<file path="src/rtl/core/sfu_isqrt.sv">
// sfu_isqrt: pipelined floor square root, one root bit per stage
// carries a sideband word of any type alongside; no dependencies
module sfu_isqrt #(
	parameter int  RW = 32,
	parameter type side_t = logic
) (
	input  logic            clk,
	input  logic            arst_n,
	input  logic            en,
	input  logic            in_valid,
	input  logic [2*RW-1:0] in_n,
	input  side_t           in_side,
	output logic            out_valid,
	output logic [RW-1:0]   out_root,
	output side_t           out_side
);

	logic            valid_s [RW];
	logic [RW:0]     rem_s   [RW];
	logic [RW-1:0]   root_s  [RW];
	logic [2*RW-1:0] n_s     [RW];
	side_t           side_s  [RW];

	for (genvar k = 0; k < RW; k++) begin : g_stage
		logic            pv;
		logic [RW:0]     prem;
		logic [RW-1:0]   proot;
		logic [2*RW-1:0] pn;
		side_t           pside;
		logic [RW+2:0]   shv;
		logic [RW+2:0]   trial;
		logic [RW+2:0]   diff;
		logic            take;

		if (k == 0) begin : g_first
			assign pv = in_valid;
			assign prem = '0;
			assign proot = '0;
			assign pn = in_n;
			assign pside = in_side;
		end else begin : g_next
			assign pv = valid_s[k-1];
			assign prem = rem_s[k-1];
			assign proot = root_s[k-1];
			assign pn = n_s[k-1];
			assign pside = side_s[k-1];
		end

		assign shv = {prem, pn[2*RW-1 -: 2]};
		assign trial = {1'b0, proot, 2'b01};
		assign take = shv >= trial;
		assign diff = shv - trial;

		always_ff @(posedge clk or negedge arst_n) begin
			if (!arst_n) begin
				valid_s[k] <= 1'b0;
			end else if (en) begin
				valid_s[k] <= pv;
			end
		end

		always_ff @(posedge clk) begin
			if (en) begin
				rem_s[k] <= take ? diff[RW:0] : shv[RW:0];
				root_s[k] <= {proot[RW-2:0], take};
				n_s[k] <= {pn[2*RW-3:0], 2'b00};
				side_s[k] <= pside;
			end
		end
	end

	assign out_valid = valid_s[RW-1];
	assign out_root = root_s[RW-1];
	assign out_side = side_s[RW-1];

endmodule

</file>
<file path="config.mk">
export PLATFORM = sky130hd
export DESIGN_NAME = sfu_isqrt
export DESIGN_NICKNAME = d
export VERILOG_FILES = /design/src/rtl/core/sfu_isqrt.sv
export SDC_FILE = /design/constraint.sdc
export NUM_CORES = 2
export LEC_CHECK = 0
export BUFFER_PORTS_ARGS = -buffer_cell sky130_fd_sc_hd__buf_2
export CAP_MARGIN = 20
export CORE_ASPECT_RATIO = 1.25
export CORE_MARGIN = 2
export CORE_UTILIZATION = 40
export CTS_BUF_LIST = sky130_fd_sc_hd__clkbuf_8
export CTS_CLUSTER_SIZE = 16
export DETAILED_ROUTE_END_ITERATION = 12
export PLACE_DENSITY = 0.68
export SLEW_MARGIN = 10
export SYNTH_ARGS = -nofsm -noshare
export SYNTH_HDL_FRONTEND = slang
export SYNTH_MEMORY_MAX_BITS = 65536
export SYNTH_SLANG_ARGS = --single-unit
export TNS_END_PERCENT = 1
</file>
<file path="constraint.sdc">
create_clock -name clk -period 3.1 [get_ports clk]
set_input_delay 0.31 -clock clk [delete_from_list [all_inputs] [get_ports clk]]
set_output_delay 0.31 -clock clk [all_outputs]
set_load 0.02 [all_outputs]
</file>
# Yosys cells after proc, flatten, opt, wreduce, memory -nomap -nowiden
# Memories as Yosys holds them, arrays and structs flattened.
# Index checks and enable logic that the tools add are counted.
[classes] n_addsub=32 n_mul=0 div=0 magnitude_cmp=32 n_eq_ne=0 shifts=0 n_mux=34 bitwise=0 reduce_logical=0
[op_table] operator="35-bit by 34-bit >= comparator with 1-bit output" n=31
[op_table] operator="33-bit two-way mux" n=32
[op_table] operator="33-bit subtractor" n=31
[op_table] operator="2-bit by 1-bit subtractor with 3-bit output (second input constant)" n=1
[op_table] operator="2-bit by 1-bit >= comparator with 1-bit output (second input constant)" n=1
[op_table] operator="1-bit two-way mux" n=2
[word_totals] ff_bits=32 latch_bits=0 ramBits=4096 rom_bits=0 in_bits=69 output_inout_bits=34 wordCells=134 memories=4
[mem_list] name="n_s" words=32 width=62 read_ports=31 rd_clocked_by_memory_dff=0 write_ports=32 line_no="21" source="logic [2*RW-1:0] n_s [RW];"
[mem_list] name="rem_s" words=32 width=33 read_ports=31 rd_clocked_by_memory_dff=0 write_ports=32 line_no="19" source="logic [RW:0] rem_s [RW];"
[mem_list] name="root_s" words=32 width=32 read_ports=32 rd_clocked_by_memory_dff=0 write_ports=32 line_no="20" source="logic [RW-1:0] root_s [RW];"
[mem_list] name="side_s" words=32 width=1 read_ports=32 rd_clocked_by_memory_dff=0 write_ports=32 line_no="22" source="side_t side_s [RW];"

# Depth between registers and ports, before layout
# An unclocked memory read counts as a cell.
[depth] ltp_word=3 depth_mapped=14

# Worst setup path before layout
# OpenSTA, ideal clock, no wires.
[synth_timing] path_type="register -> register" from="memory rem_s[0][220] (netlist bit)" to="memory rem_s[0][245] (netlist bit), data pin" arrival_time_ps=3186 required_time_ps=2839 path_slack_ps=-347 stages_incl_launch_ff=11 path_cell_list="edfxtp_1 or3_4 or3_4 or3_4 or3_1 or4_4 or2_4 o211a_1 buf_6 nor2b_1 xor2_1"
[synth_rtl] element="start: declaration" line_no="19"

==> results.md <==
- Status: finished, violations left
- Violated checks: negative setup slack
- Synth top area share: 63.8%
- Initial DRC count: 4396
- Total grt overflow: 0
- Final Power: 99.4 mW
- First-pass GRT wire length: 437000 um
- Cell area after layout: 145000 um^2
- Number of nets with antenna violations after routing: 0
- # DRC: 0
- Post-Syn Instances: 9205
- Wire length per cell: 18.7 um
- Drt first pass iters: 6
- P_leak: 57.4 nW
- Count of pins over their slew limit: 0
- Buffers on Ports: 102
- Max VDD drop: around 0.45 mV
- Worst setup SP type: flip-flop
- FFs w/ async S/R, synth: under 10%
- Clock Path Buffers: 4
- Routed via count: between 70000 and 80000
- Vias in the first global route: 81500
- Mapped cell area: 119000 um^2
- # Max-Cap Violations: 0
- Initial antenna violation count: 5
- Crit path from: rem_s[0][221]
- Hold Startpoint: in_n[27]
- Levels on crit path: 9
- Sequential-to-total area share from yosys stat: 64.5%
- CTS HTree Levels: 5
- CP delay by family, top: simple AND/OR/NAND/NOR gates
- Die Span Y: a little over 600 um
- Clock slew seen by the registers of the worst setup and hold paths: 0.07 ns
- Synth area leaders: edfxtp_1 (64%), ha_1 (5.9%), xnor2_1 (3.1%)
- Worst path required time: between 3 and 4 ns
- Period utilisation layout: 111%
- Critical register-to-register path endpoint: rem_s[0][236]
- Final-report setup violation count: between 100 and 150
- Final layout net count: 11500
- Most frequent cells in the layout: edfxtp_1 (2527), buf_4 (1179), inv_1 (821), nor2_1 (605), a21oi_1 (583)
- Avg Inst Size Synth: 12.9 um^2
- CP Cell Sequence: or3_4, or3_4, or3_4, or3_4, or4_4, or2_4, nor3_4, inv_2, mux2_1
- Seq cells post-synth: around 2600
- Post-DP HPWL: 207000 um
- Cell taking the most area after synthesis: edfxtp_1
- Kind of critical path: flip-flop to flip-flop
- RR Startpoint: rem_s[0][221]
- Crit. End Element: flip-flop
- CP Capture Point: rem_s[0][236]
- Core area: 295000 um^2
- Initial core utilization: 40.3%
- Critical-path maximum fanout: 5
- Crit-path slowest cell: or4_4
- Placed Area: about 130000 um^2
- Commonest non-fill, non-tap cell in the layout: edfxtp_1
- Critical Path Max Stage Delay: 0.42 ns
- Layout cell share with drive strength beyond 1: 21.7%
- Worst EP arrival: 4.13 ns
- Boundary Pins: 103
- Pwr/cell area: 684 nW/um^2
- Site Rows: 223
- Worst setup margin: -0.332 ns
- Worst-margin pin slew: 0.946 ns
- Min Tclk post-route: 3.43 ns
- Syn_nets: just under 10000
- Fin. Hold Viols: 0
- Num CTS Buffers: a little over 400
- Fill cell count: 25400
- CTS sink count: 2559
- Area growth, synth to finish: 22.1%
- EDFF count, synth: 2527
- Clock Skew: 0.139 ns
- Hold Crit Class: primary input to flip-flop
- Max Clock Freq: between 200 and 300 MHz
- Die Width: 492 um
- Worst slew margin: 36.9%
- Worst Path Buf+Inv: 1
- Root buffer cell: clkbuf_8
- Worst skew pair latency: 1.03 ns
- GRT Total Usage: 18.3%
- Cell variety after synth: just under 90
- Final WL: 283000 um
- CTS tree: yes
- RSZ-0062 raised after global routing: true
- Vias per cell: 5.14
- R2R Setup Slk: -0.33 ns
- CP dominant cell by count: or3_4
- Worst reg2reg path depth: 9
- Die area: about 300000 um^2
- Pin count of the biggest net entering global routing: approximately 150
- Yosys warnings: 0
- Post-synth top flop: edfxtp_1
- GP Congestion: 0.964
-- worst reg2reg max path: stages (launching register included) --
cell and delay [ns]:
edfxtp_1 0.41, or3_4 0.41, or3_4 0.34, or3_4 0.34, or3_4 0.33, or4_4 0.42
or2_4 0.29, nor3_4 0.15, inv_2 0.10, mux2_1 0.32
-- area by class of cell --
| cell class | instances | area (um^2) | share of cell area (%) |
|---|---|---|---|
| antenna | 7 | 17.5 | 0.0121 |
| clock buffer | 416 | 5730 | 3.94 |
| clock inverter | 307 | 2000 | 1.38 |
| inverter | 724 | 2720 | 1.87 |
| multi-input combinational | 5721 | 41100 | 28.3 |
| sequential | 2559 | 76700 | 52.8 |
| tap | 3937 | 4930 | 3.39 |
| timing repair buffer | 1491 | 12000 | 8.30 |
-- Yosys cell counts (15+ instances only) --
cell type     n
or2_2        40
nor2_1      632
mux2_2      119
nor3_1      240
clkbuf_1    179
a211o_1      22
a21oi_1     627
nand2_1     547
dfrtp_1      32
xor2_1      367
and2_1       34
o21bai_1     58
inv_1       721
or4_1        43
xnor2_1     416
o31ai_1      61
a21boi_0     34
a211oi_1     35
and3_1       52
o21a_1      115
a21o_1      227
o2111ai_1    18
o31a_1       20
ha_1        561
nand3b_1     26
nor2b_1      88
a31oi_1      52
nand2b_1     96
nand4_1     127
nor4_1      118
buf_1        19
o211ai_1     42
nand3_1     139
o21ai_0     425
nand4b_1     20
edfxtp_1   2527
or3_1        86
nor3b_1      15
-- kinds of logic after synthesis --
group	after synthesis	synth area share [%]
buffers and inverters	926	2.94
xor gates and xnor gates	783	5.77
other	1	0.00315
AOI/OAI and AO/OA	1873	9.78
muxes	132	1.24
DFF	2559	64.5
adders and majority gates	561	5.90
and+or+nand+nor	2370	9.90
-- routing by layer --
layer	share of wire, %	GRT usage [%]	wire (um)
met5	0	0	0
met3	3.6	2.75	10200
met4	6.8	11.5	19300
met2	55	35.8	156000
met1	35	17.8	98100
-- metrics by stage --
step | setup TNS (ns) | hold slack, ns | instances | util, % | setup WS [ns]
6_report | -9.83 | 0.109 | 15200 | 49.1 | -0.332
5_1_grt | -33.92 | 0.0147 | 15200 | 49.1 | -0.400
4_1_cts | -10.84 | 0.000431 | 15200 | 48.7 | -0.330
3_5_place_dp | -83.23 | 0.389 | 14300 | 45.2 | -0.630
3_3_place_gp | -58.91 | 0.367 | 14300 | 45.2 | -0.606
2_1_floorplan | -23.78 | 0.0144 | 9205 | - | -0.229
-- state kept, by name, indices dropped and copies added, names as in the netlist --
| name | cells |
|---|---|
| g_stage.pv | 31 |
| n_s | 992 |
| out_valid | 1 |
| rem_s | 975 |
| root_s | 528 |
| side_s | 32 |
-- power breakdown --
part	internal (mW)	total [mW]	switching (mW)
Combinational	11.4	24.8	13.4
Sequential	43.7	46.7	3.01
Clock	14.6	27.8	13.3
Total	69.7	99.4	29.7
-- what timing repair did --
action | 4_1_cts | 5_1_grt
hold buffers | 131 | 0
cloned | 1 | 1
endpoints found under the setup margin | 589 | 668
endpoints found under the hold margin | 394 | 0
setup buffers | 8 | 3
gates resized for setup | 255 | 296
pin swaps | 62 | 54
-- worst min-delay path by stage --
stage                     cells after the start              to
after detailed placement                      1       out_valid
after floorplan                               0  g_stage[10].pv
final                                         2      n_s[0][27]
after global routing                          2      n_s[0][27]
after global placement                        1   g_stage[1].pv
after CTS                                     2      n_s[0][28]
Note: power is estimated with default switching activity, not from simulation.
